$ cat src/hdl/gcsc_pkg.sv
// Shared types, codes and constants of the gripper command and stall controller.
package gcsc_pkg;

	localparam int WINDOW_LENGTH_DEF = 10;
	localparam int LINE_CAPACITY_DEF = 64;
	localparam int SAMPLE_BITS_DEF   = 12;

	localparam int CFG_INDEX_W = 2;
	localparam int CFG_DATA_W  = 12;
	localparam int THRESH_W    = 7;
	localparam int MIN_CLOSE_W = 10;
	localparam int TICK_W      = 12;
	localparam int CHAR_W      = 8;
	localparam int AVG_W       = 16;

	localparam logic [CFG_INDEX_W-1:0] CFG_THRESHOLD  = 2'd0;
	localparam logic [CFG_INDEX_W-1:0] CFG_MIN_CLOSE  = 2'd1;
	localparam logic [CFG_INDEX_W-1:0] CFG_OPEN_TICKS = 2'd2;

	localparam int                     THRESHOLD_RESET  = 44;
	localparam logic [MIN_CLOSE_W-1:0] MIN_CLOSE_RESET  = 10'd50;
	localparam logic [TICK_W-1:0]      OPEN_TICKS_RESET = 12'd125;
	localparam logic [TICK_W-1:0]      TICK_MAX         = 12'hFFF;

	localparam logic [1:0] MODE_IDLE    = 2'd0;
	localparam logic [1:0] MODE_CLOSING = 2'd1;
	localparam logic [1:0] MODE_OPENING = 2'd2;

	localparam logic [1:0] EV_NONE = 2'd0;
	localparam logic [1:0] EV_ACK  = 2'd1;
	localparam logic [1:0] EV_DONE = 2'd2;
	localparam logic [1:0] EV_BUSY = 2'd3;

	localparam logic OP_CHAR = 1'b0;
	localparam logic OP_TICK = 1'b1;

	localparam logic [CHAR_W-1:0] CHAR_LF = 8'd10;
	localparam logic [CHAR_W-1:0] CHAR_CR = 8'd13;

	typedef struct packed {
		logic eol;
		logic open_hit;
		logic close_hit;
		logic stop_hit;
	} line_cmd_t;

	function automatic logic match_open(input logic [2:0] pos, input logic [CHAR_W-1:0] c);
		logic m;
		case (pos)
			3'd0: m = (c == "O");
			3'd1: m = (c == "p");
			3'd2: m = (c == "e");
			3'd3: m = (c == "n");
			default: m = 1'b0;
		endcase
		return m;
	endfunction

	function automatic logic match_close(input logic [2:0] pos, input logic [CHAR_W-1:0] c);
		logic m;
		case (pos)
			3'd0: m = (c == "C");
			3'd1: m = (c == "l");
			3'd2: m = (c == "o");
			3'd3: m = (c == "s");
			3'd4: m = (c == "e");
			default: m = 1'b0;
		endcase
		return m;
	endfunction

	function automatic logic match_stop(input logic [2:0] pos, input logic [CHAR_W-1:0] c);
		logic m;
		case (pos)
			3'd0: m = (c == "S");
			3'd1: m = (c == "t");
			3'd2: m = (c == "o");
			3'd3: m = (c == "p");
			default: m = 1'b0;
		endcase
		return m;
	endfunction

endpackage

$ cat src/hdl/gcsc_line.sv
// Incremental command line matcher for Open, Close and Stop.
module gcsc_line #(
	parameter int LINE_CAPACITY = gcsc_pkg::LINE_CAPACITY_DEF
) (
	input  logic                          clk,
	input  logic                          arst_n,
	input  logic                          char_en,
	input  logic [gcsc_pkg::CHAR_W-1:0]   char_code,
	output gcsc_pkg::line_cmd_t           cmd
);

	localparam int LEN_W = $clog2(LINE_CAPACITY);

	logic [LEN_W-1:0] len_q;
	logic [2:0]       flags_q;
	logic [2:0]       keep;
	logic [2:0]       pos;
	logic             short_pos;
	logic             has_room;

	assign short_pos = (len_q <= LEN_W'(7));
	assign pos       = len_q[2:0];
	assign has_room  = (len_q < LEN_W'(LINE_CAPACITY - 1));

	always_comb begin
		keep[0] = short_pos && gcsc_pkg::match_open(pos, char_code);
		keep[1] = short_pos && gcsc_pkg::match_close(pos, char_code);
		keep[2] = short_pos && gcsc_pkg::match_stop(pos, char_code);
	end

	always_comb begin
		cmd.eol       = (char_code == gcsc_pkg::CHAR_LF) || (char_code == gcsc_pkg::CHAR_CR);
		cmd.open_hit  = flags_q[0] && (len_q == LEN_W'(4));
		cmd.close_hit = flags_q[1] && (len_q == LEN_W'(5));
		cmd.stop_hit  = flags_q[2] && (len_q == LEN_W'(4));
	end

	always_ff @(posedge clk or negedge arst_n) begin
		if (!arst_n) begin
			len_q   <= '0;
			flags_q <= 3'b111;
		end else if (char_en) begin
			if (cmd.eol || !has_room) begin
				len_q   <= '0;
				flags_q <= 3'b111;
			end else begin
				len_q   <= len_q + LEN_W'(1);
				flags_q <= flags_q & keep;
			end
		end
	end

endmodule

$ cat src/hdl/gcsc_window.sv
// Moving current window, running sum and stall threshold compare.
module gcsc_window #(
	parameter int WINDOW_LENGTH = gcsc_pkg::WINDOW_LENGTH_DEF,
	parameter int SAMPLE_BITS   = gcsc_pkg::SAMPLE_BITS_DEF
) (
	input  logic                            clk,
	input  logic                            arst_n,
	input  logic                            thr_wr,
	input  logic [gcsc_pkg::THRESH_W-1:0]   thr_value,
	input  logic                            clear,
	input  logic                            tick_en,
	input  logic [SAMPLE_BITS-1:0]          sample,
	output logic [gcsc_pkg::AVG_W-1:0]      total_next_lo,
	output logic                            over
);

	localparam int TOTAL_W   = SAMPLE_BITS + $clog2(WINDOW_LENGTH + 1);
	localparam int CMP_W     = TOTAL_W + 7;
	localparam int PW        = $clog2(WINDOW_LENGTH);
	localparam int FULL      = (1 << SAMPLE_BITS) - 1;
	localparam int RHS_SCALE = FULL * WINDOW_LENGTH;
	localparam int RHS_RESET = gcsc_pkg::THRESHOLD_RESET * RHS_SCALE;

	logic [SAMPLE_BITS-1:0]   win_q [WINDOW_LENGTH];
	logic [WINDOW_LENGTH-1:0] win_valid_q;
	logic [PW-1:0]            pos_q;
	logic [TOTAL_W-1:0]       total_q;
	logic [CMP_W-1:0]         rhs_q;
	logic [SAMPLE_BITS-1:0]   old;
	logic [TOTAL_W-1:0]       total_tick;
	logic [TOTAL_W-1:0]       total_next;
	logic [CMP_W-1:0]         lhs;

	assign old        = win_valid_q[pos_q] ? win_q[pos_q] : '0;
	assign total_tick = total_q - TOTAL_W'(old) + TOTAL_W'(sample);
	assign lhs        = CMP_W'(total_tick) * CMP_W'(100);
	assign over       = (lhs > rhs_q);

	always_comb begin
		if (clear)
			total_next = '0;
		else if (tick_en)
			total_next = total_tick;
		else
			total_next = total_q;
	end

	assign total_next_lo = gcsc_pkg::AVG_W'(total_next);

	always_ff @(posedge clk or negedge arst_n) begin
		if (!arst_n) begin
			rhs_q <= CMP_W'(RHS_RESET);
		end else if (thr_wr) begin
			rhs_q <= CMP_W'(thr_value) * CMP_W'(RHS_SCALE);
		end
	end

	always_ff @(posedge clk or negedge arst_n) begin
		if (!arst_n) begin
			win_valid_q <= '0;
			pos_q       <= '0;
			total_q     <= '0;
		end else if (clear) begin
			win_valid_q <= '0;
			pos_q       <= '0;
			total_q     <= '0;
		end else if (tick_en) begin
			win_valid_q[pos_q] <= 1'b1;
			pos_q              <= (pos_q == PW'(WINDOW_LENGTH - 1)) ? '0 : pos_q + PW'(1);
			total_q            <= total_tick;
		end
	end

	always_ff @(posedge clk) begin
		if (tick_en && !clear) begin
			win_q[pos_q] <= sample;
		end
	end

endmodule

$ cat src/hdl/gripper_command_stall_controller.sv
// Top level of the gripper command and stall controller.
// Input channel (in_valid, in_stall): op selects a received character (char_code)
// or a 10 ms sample tick (current_sample). Output channel (out_valid, out_stall):
// exactly one result per input item, carrying motor_drive, led_on, event_res and
// average_sum, in input order.
// Configuration channel (cfg_valid, cfg_ready): cfg_index 0 threshold percent,
// 1 minimum close ticks, 2 open ticks; other indexes are ignored. cfg_ready is
// always high; write only while no item is in flight.
// An item passes through one input register and one result register, with the
// command and window logic between them. Throughput: one item per cycle while
// the receiver does not stall; the mode, line and window state is updated in
// the same cycle the item leaves the input register.
// Reset: motor stopped, line empty, window and sum zero, registers at defaults.
// Receiver stall: the result register holds; the input register then fills and
// in_stall rises until the result is taken.
module gripper_command_stall_controller #(
	parameter int WINDOW_LENGTH = gcsc_pkg::WINDOW_LENGTH_DEF,
	parameter int LINE_CAPACITY = gcsc_pkg::LINE_CAPACITY_DEF,
	parameter int SAMPLE_BITS   = gcsc_pkg::SAMPLE_BITS_DEF
) (
	input  logic                              clk,
	input  logic                              arst_n,
	input  logic                              in_valid,
	output logic                              in_stall,
	input  logic                              op,
	input  logic [gcsc_pkg::CHAR_W-1:0]       char_code,
	input  logic [SAMPLE_BITS-1:0]            current_sample,
	output logic                              out_valid,
	input  logic                              out_stall,
	output logic [1:0]                        motor_drive,
	output logic                              led_on,
	output logic [1:0]                        event_res,
	output logic [gcsc_pkg::AVG_W-1:0]        average_sum,
	input  logic                              cfg_valid,
	output logic                              cfg_ready,
	input  logic [gcsc_pkg::CFG_INDEX_W-1:0]  cfg_index,
	input  logic [gcsc_pkg::CFG_DATA_W-1:0]   cfg_data
);

	logic                               valid_s1;
	logic                               op_s1;
	logic [gcsc_pkg::CHAR_W-1:0]        char_s1;
	logic [SAMPLE_BITS-1:0]             sample_s1;
	logic                               advance;
	logic                               proc;
	logic                               cfg_wr;
	logic [gcsc_pkg::MIN_CLOSE_W-1:0]   min_close_q;
	logic [gcsc_pkg::TICK_W-1:0]        open_ticks_q;
	logic [1:0]                         mode_q;
	logic [gcsc_pkg::TICK_W-1:0]        tick_q;
	logic [1:0]                         mode_next;
	logic [gcsc_pkg::TICK_W-1:0]        tick_next;
	logic [gcsc_pkg::TICK_W-1:0]        tick_inc;
	logic [gcsc_pkg::TICK_W-1:0]        open_limit;
	logic [1:0]                         ev;
	logic                               char_en;
	logic                               win_clear;
	logic                               win_tick;
	logic                               over;
	logic [gcsc_pkg::AVG_W-1:0]         total_lo;
	gcsc_pkg::line_cmd_t                cmd;
	logic                               out_valid_q;
	logic [1:0]                         motor_drive_q;
	logic                               led_on_q;
	logic [1:0]                         event_res_q;
	logic [gcsc_pkg::AVG_W-1:0]         average_sum_q;

	assign advance   = !out_valid_q || !out_stall;
	assign proc      = valid_s1 && advance;
	assign in_stall  = valid_s1 && !advance;
	assign cfg_ready = 1'b1;
	assign cfg_wr    = cfg_valid && cfg_ready;

	// configuration registers
	always_ff @(posedge clk or negedge arst_n) begin
		if (!arst_n) begin
			min_close_q  <= gcsc_pkg::MIN_CLOSE_RESET;
			open_ticks_q <= gcsc_pkg::OPEN_TICKS_RESET;
		end else if (cfg_wr) begin
			if (cfg_index == gcsc_pkg::CFG_MIN_CLOSE)
				min_close_q <= cfg_data[gcsc_pkg::MIN_CLOSE_W-1:0];
			if (cfg_index == gcsc_pkg::CFG_OPEN_TICKS)
				open_ticks_q <= cfg_data[gcsc_pkg::TICK_W-1:0];
		end
	end

	// input register
	always_ff @(posedge clk or negedge arst_n) begin
		if (!arst_n) begin
			valid_s1 <= 1'b0;
		end else if (!in_stall) begin
			valid_s1 <= in_valid;
		end
	end

	always_ff @(posedge clk) begin
		if (in_valid && !in_stall) begin
			op_s1     <= op;
			char_s1   <= char_code;
			sample_s1 <= current_sample;
		end
	end

	assign char_en   = proc && (op_s1 == gcsc_pkg::OP_CHAR) && (mode_q == gcsc_pkg::MODE_IDLE);
	assign win_tick  = proc && (op_s1 == gcsc_pkg::OP_TICK) && (mode_q == gcsc_pkg::MODE_CLOSING);
	assign win_clear = char_en && cmd.eol && !cmd.open_hit && cmd.close_hit;

	gcsc_line #(
		.LINE_CAPACITY(LINE_CAPACITY)
	) u_line (
		.clk      (clk),
		.arst_n   (arst_n),
		.char_en  (char_en),
		.char_code(char_s1),
		.cmd      (cmd)
	);

	gcsc_window #(
		.WINDOW_LENGTH(WINDOW_LENGTH),
		.SAMPLE_BITS  (SAMPLE_BITS)
	) u_window (
		.clk          (clk),
		.arst_n       (arst_n),
		.thr_wr       (cfg_wr && (cfg_index == gcsc_pkg::CFG_THRESHOLD)),
		.thr_value    (cfg_data[gcsc_pkg::THRESH_W-1:0]),
		.clear        (win_clear),
		.tick_en      (win_tick),
		.sample       (sample_s1),
		.total_next_lo(total_lo),
		.over         (over)
	);

	assign tick_inc   = (tick_q < gcsc_pkg::TICK_MAX) ? tick_q + gcsc_pkg::TICK_W'(1) : tick_q;
	assign open_limit = (open_ticks_q == '0) ? gcsc_pkg::TICK_W'(1) : open_ticks_q;

	always_comb begin
		mode_next = mode_q;
		tick_next = tick_q;
		ev        = gcsc_pkg::EV_NONE;
		if (op_s1 == gcsc_pkg::OP_CHAR) begin
			if (mode_q != gcsc_pkg::MODE_IDLE) begin
				ev = gcsc_pkg::EV_BUSY;
			end else if (cmd.eol && cmd.open_hit) begin
				mode_next = gcsc_pkg::MODE_OPENING;
				tick_next = '0;
				ev        = gcsc_pkg::EV_ACK;
			end else if (cmd.eol && cmd.close_hit) begin
				mode_next = gcsc_pkg::MODE_CLOSING;
				tick_next = '0;
				ev        = gcsc_pkg::EV_ACK;
			end else if (cmd.eol && cmd.stop_hit) begin
				mode_next = gcsc_pkg::MODE_IDLE;
			end
		end else begin
			case (mode_q)
				gcsc_pkg::MODE_OPENING: begin
					tick_next = tick_inc;
					if (tick_inc >= open_limit) begin
						mode_next = gcsc_pkg::MODE_IDLE;
						ev        = gcsc_pkg::EV_DONE;
					end
				end
				gcsc_pkg::MODE_CLOSING: begin
					if (over && (tick_q > gcsc_pkg::TICK_W'(min_close_q))) begin
						mode_next = gcsc_pkg::MODE_IDLE;
						ev        = gcsc_pkg::EV_DONE;
					end else begin
						tick_next = tick_inc;
					end
				end
				default: begin
					mode_next = mode_q;
				end
			endcase
		end
	end

	always_ff @(posedge clk or negedge arst_n) begin
		if (!arst_n) begin
			mode_q <= gcsc_pkg::MODE_IDLE;
			tick_q <= '0;
		end else if (proc) begin
			mode_q <= mode_next;
			tick_q <= tick_next;
		end
	end

	// result register
	always_ff @(posedge clk or negedge arst_n) begin
		if (!arst_n) begin
			out_valid_q <= 1'b0;
		end else if (advance) begin
			out_valid_q <= valid_s1;
		end
	end

	always_ff @(posedge clk) begin
		if (proc) begin
			motor_drive_q <= mode_next;
			led_on_q      <= (mode_next != gcsc_pkg::MODE_IDLE);
			event_res_q   <= ev;
			average_sum_q <= total_lo;
		end
	end

	assign out_valid   = out_valid_q;
	assign motor_drive = motor_drive_q;
	assign led_on      = led_on_q;
	assign event_res   = event_res_q;
	assign average_sum = average_sum_q;

endmodule
$ cat config.mk
export PLATFORM = sky130hd
export DESIGN_NAME = gripper_command_stall_controller
export DESIGN_NICKNAME = d
export VERILOG_FILES = /design/src/hdl/gcsc_pkg.sv /design/src/hdl/gcsc_line.sv /design/src/hdl/gcsc_window.sv /design/src/hdl/gripper_command_stall_controller.sv
export SDC_FILE = /design/constraint.sdc
export NUM_CORES = 1
export LEC_CHECK = 0
export BUFFER_PORTS_ARGS = -buffer_cell sky130_fd_sc_hd__buf_4
export CELL_PAD_IN_SITES_DETAIL_PLACEMENT = 1
export CELL_PAD_IN_SITES_GLOBAL_PLACEMENT = 1
export CORE_MARGIN = 8
export CORE_UTILIZATION = 55
export DETAILED_ROUTE_END_ITERATION = 10
export PLACE_DENSITY_LB_ADDON = 0.1
export SYNTH_ARGS = -nofsm -noshare
export SYNTH_HDL_FRONTEND = slang
export SYNTH_SLANG_ARGS = --single-unit
export TNS_END_PERCENT = 10
$ cat constraint.sdc
create_clock -name clk -period 14.8 [get_ports clk]
set_clock_uncertainty 0.05 [all_clocks]
set_input_delay 1.48 -clock clk [delete_from_list [all_inputs] [get_ports clk]]
set_output_delay 1.48 -clock clk [all_outputs]
set_load 0.02 [all_outputs]
==> parameters.txt <==
Parameter                              Value

Status
  Outcome ... completed

Synthesis
  Top cells by area, synth ... edfxtp_1, ha_1, dfrtp_1, fa_1, inv_1
  Library cell occupying the most area in the post-synthesis netlist ... edfxtp_1
  Post-Synthesis Cell Area ... 16600 µm²
  Sequential-to-total area share from yosys stat ... 44.3%
  Distinct cells, synth ... 87
  Number of enable-type register cells in the synthesized netlist ... 162
  Warnings, synthesis ... 0
  Syn Inst Count ... 1479
  Area share of the largest cell type after synthesis ... 29.2%
  Post-synthesis area per instance ... 11.2 µm²
  Share of flip-flops with an asynchronous set or reset ... 37.9%
  Most frequently used flop master after synthesis ... edfxtp_1
  Synthesis-stage register bit count ... 261
  Net count after synthesis ... 1737

GRT
  Largest net degree at the start of global routing ... 70
  Total congestion overflow after global routing ... 0
  Number of antenna violations at the first check in global routing ... 0
  Global-route wire length before repair ... 69.5 mm
  Number of global-route vias before repair ... 12.9k
  Total global routing track utilization ... 24.0%

Setup path
  CP max stage delay ... 680 ps
  Buffering stage count on the worst path with inverters included ... 5
  Required time of the critical path ... 15190 ps
  CP Capture Type ... flip-flop
  Worst endpoint data arrival time ... 10900 ps
  Category of the critical setup timing path ... reg2reg
  Crit-path slowest cell ... dfrtp_2
  Critical path's top delay family ... compound AO/OA/AOI/OAI gates
  Startpoint class of the critical path ... flip-flop
  Critical-path maximum fanout ... 36

Clock network
  Clock sinks ... 261
  Clock edge transition at the registers on the reported setup and hold paths ... 60 ps
  Clock Root Buffer ... clkbuf_16
  Worst skew pair latency ... 570 ps
  Clock tree buffer depth ... 3
  Count of hold-fix buffers inserted at cts ... 0
  Postcts setup bufs ... 0
  Maximum level of the CTS H-tree ... 1
  CTS Buf Count ... 28
  Clock tree from TritonCTS ... done
  Post-cts repair resize count ... 0

Floorplan
  I/O pin cnt ... 64
  Area enclosed by the die boundary ... 36100 µm²
  Core region area ... 29700 µm²
  Die outline width ... 190 µm
  Row count ... 63
  Starting utilization of the core area ... 56.0%
  Die height ... 190 µm

Drt
  DR pass1 iterations ... 5
  Antenna viol nets, final ... 0
  Overall via count from detail_route ... 11.6k
  Remaining design rule violation count ... 0
  Initial DRC count ... 681
  Vias/cell ... 5.92
  DR WL/cell ... 22.0 µm
  Post-detailed-routing wire length ... 43.0 mm

Final layout
  Antenna diode count ... 0
  Synth-to-layout area growth ... 10.3%
  Proportion of layout cells with a drive suffix above 1 ... 14.2%
  Number of nets at the end of the flow ... 1798
  Layout filler cell count ... 3066
  Final Cell Area ... 18300 µm²

Timing
  RSZ-0062 raised after global routing ... false
  Upper clock frequency limit ... 0.0951 GHz
  Final clock period utilization by the worst path ... 71.0%
  Max-slew violation count ... 0
  Final Critical Period ... 10510 ps
  Final setup violation count ... 0
  Setup total negative slack ... 0 ps
  Number of hold violations in the final report ... 0
  Slew at the pin closest to its max-slew limit ... 1190 ps
  Remaining max-slew budget at the tightest pin ... 20.2%

Placement
  Gp weighted congestion ... 0.851
  Input/output buffers ... 62
  Post-DP HPWL ... 31.8 mm
  Cell area after placement ... 17500 µm²

Run
  Max-capacitance violation count ... 0

Worst hold path
  Worst hold-check path type ... reg2reg
==> worst reg2reg max path, delay by kind of cell (launching register included) <==
kind,cells,cell delay [ps]
compound gates,11,2870
xor+xnor,1,410
fa+ha+maj,7,2640
buf+inv,5,930
flops,1,680
mux,1,300
simple gates,9,2500
==> cell type report <==
cell class	instances	area, µm²	area share, %
clock buffers	39	762	4.15
clock inverters	13	97.6	0.532
inverters	214	805	4.39
multi-input cells	957	8230	44.9
flip-flops and latches	261	7370	40.2
well taps	390	488	2.66
repair buffers	78	586	3.19
==> cells by family (layout without fill, tap and decap cells) <==
family | Yosys count | count (layout) | synth area share [%]
compound gates | 284 | 284 | 11.7
xor+xnor | 53 | 53 | 2.79
fa+ha+maj | 218 | 218 | 18.7
buf+inv | 261 | 344 | 6.32
flops | 261 | 261 | 44.3
mux | 59 | 59 | 5.63
other cells | 1 | 1 | 0.0225
simple gates | 342 | 342 | 10.5
==> flip-flops by register name, indices dropped and copies added, names as in the netlist, 2 cells and up <==
name,flops
average_sum,16
u_line.len_q,6
min_close_q,10
tick_q,12
open_ticks_q,12
motor_drive,2
u_window.win_q,120
char_s1,8
u_window.total_q,16
u_line.flags_q,3
sample_s1,12
u_window.rhs_q,22
event_res,2
mode_q,2
u_window.win_valid_q,10
u_window.pos_q,4
==> metrics by stage <==
stage | setup WS (ps) | hold slack (ps) | instances | utilization [%]
after detailed placement | 4420 | 418 | 1900 | 58.8
after CTS | 4310 | 433 | 1952 | 61.7
final | 4290 | 428 | 1952 | 61.7
after global routing | 3690 | 454 | 1952 | 61.7
after floorplan | 6060 | 391 | 1479 | -
after global placement | 4820 | 407 | 1900 | 58.8
==> worst paths after layout <==
path,start,end,cells after the start,slack [ps]
worst min-delay path,u_window.rhs_q[19],u_window.rhs_q[19],2,430
worst min register to register,u_window.rhs_q[19],u_window.rhs_q[19],2,430
worst max register to register,u_window.pos_q[0],tick_q[2],34,4290
max in group asynchronous,arst_n,u_window.pos_q[0],2,12540
worst max-delay path,u_window.pos_q[0],tick_q[2],34,4290
min in group asynchronous,arst_n,open_ticks_q[9],1,820
==> synthesized netlist by cell type (all sizes together) (4+ instances only) <==
library cell and number:
fa 51, nand2b 14, o31ai 10, nand2 93, o21bai 6, or3 15, mux4 26, ha 167
inv 211, and2 18, a21o 34, a31oi 7, mux2 16, xor2 17, clkbuf 33, edfxtp 162
nor4 6, or2 6, buf 14, dfstp 24, nand3b 5, o21ai 71, a221oi 5, o21a 11
nand4 13, nand3 43, mux2i 17, a2111oi 4, a31o 4, a21oi 45, xnor2 36, dfrtp 75
nor3 32, nor2b 9, nor2 52, a221o 8, and3 22, o22ai 7, a21boi 6, nor3b 4
a211o 4, a211oi 33
==> cells in the final DEF (no fill, tap or decap), drive strengths merged, types with 7 or more instances in the layout <==
cell type  Yosys  final
inv          211    211
ha           167    167
edfxtp       162    162
nand2         93     93
buf           14     78
dfrtp         75     75
o21ai         71     71
nor2          52     52
fa            51     51
a21oi         45     45
nand3         43     43
clkbuf        33     39
xnor2         36     36
a21o          34     34
a211oi        33     33
nor3          32     32
mux4          26     26
dfstp         24     24
and3          22     22
and2          18     18
xor2          17     17
mux2i         17     17
mux2          16     16
or3           15     15
nand2b        14     14
clkinv         3     14
nand4         13     13
o21a          11     11
o31ai         10     10
nor2b          9      9
a221o          8      8
o22ai          7      7
a31oi          7      7
==> per-layer routing <==
| layer | routed length (µm) | share of wire [%] | GRT usage (%) | up-vias |
|---|---|---|---|---|
| met2 | 22000 | 51 | 42.7 | 254 |
| met3 | 1500 | 3.5 | 2.71 | 84 |
| met4 | 1330 | 3.1 | 7.82 | 0 |
| met5 | 0 | 0 | 0 | - |
| li1 | - | - | - | 5405 |
| met1 | 18200 | 42 | 30.2 | 5809 |
Power is left out: the tool's default activity adds up to more than one toggle a clock period on the data nets, which glitch-free logic cannot reach.
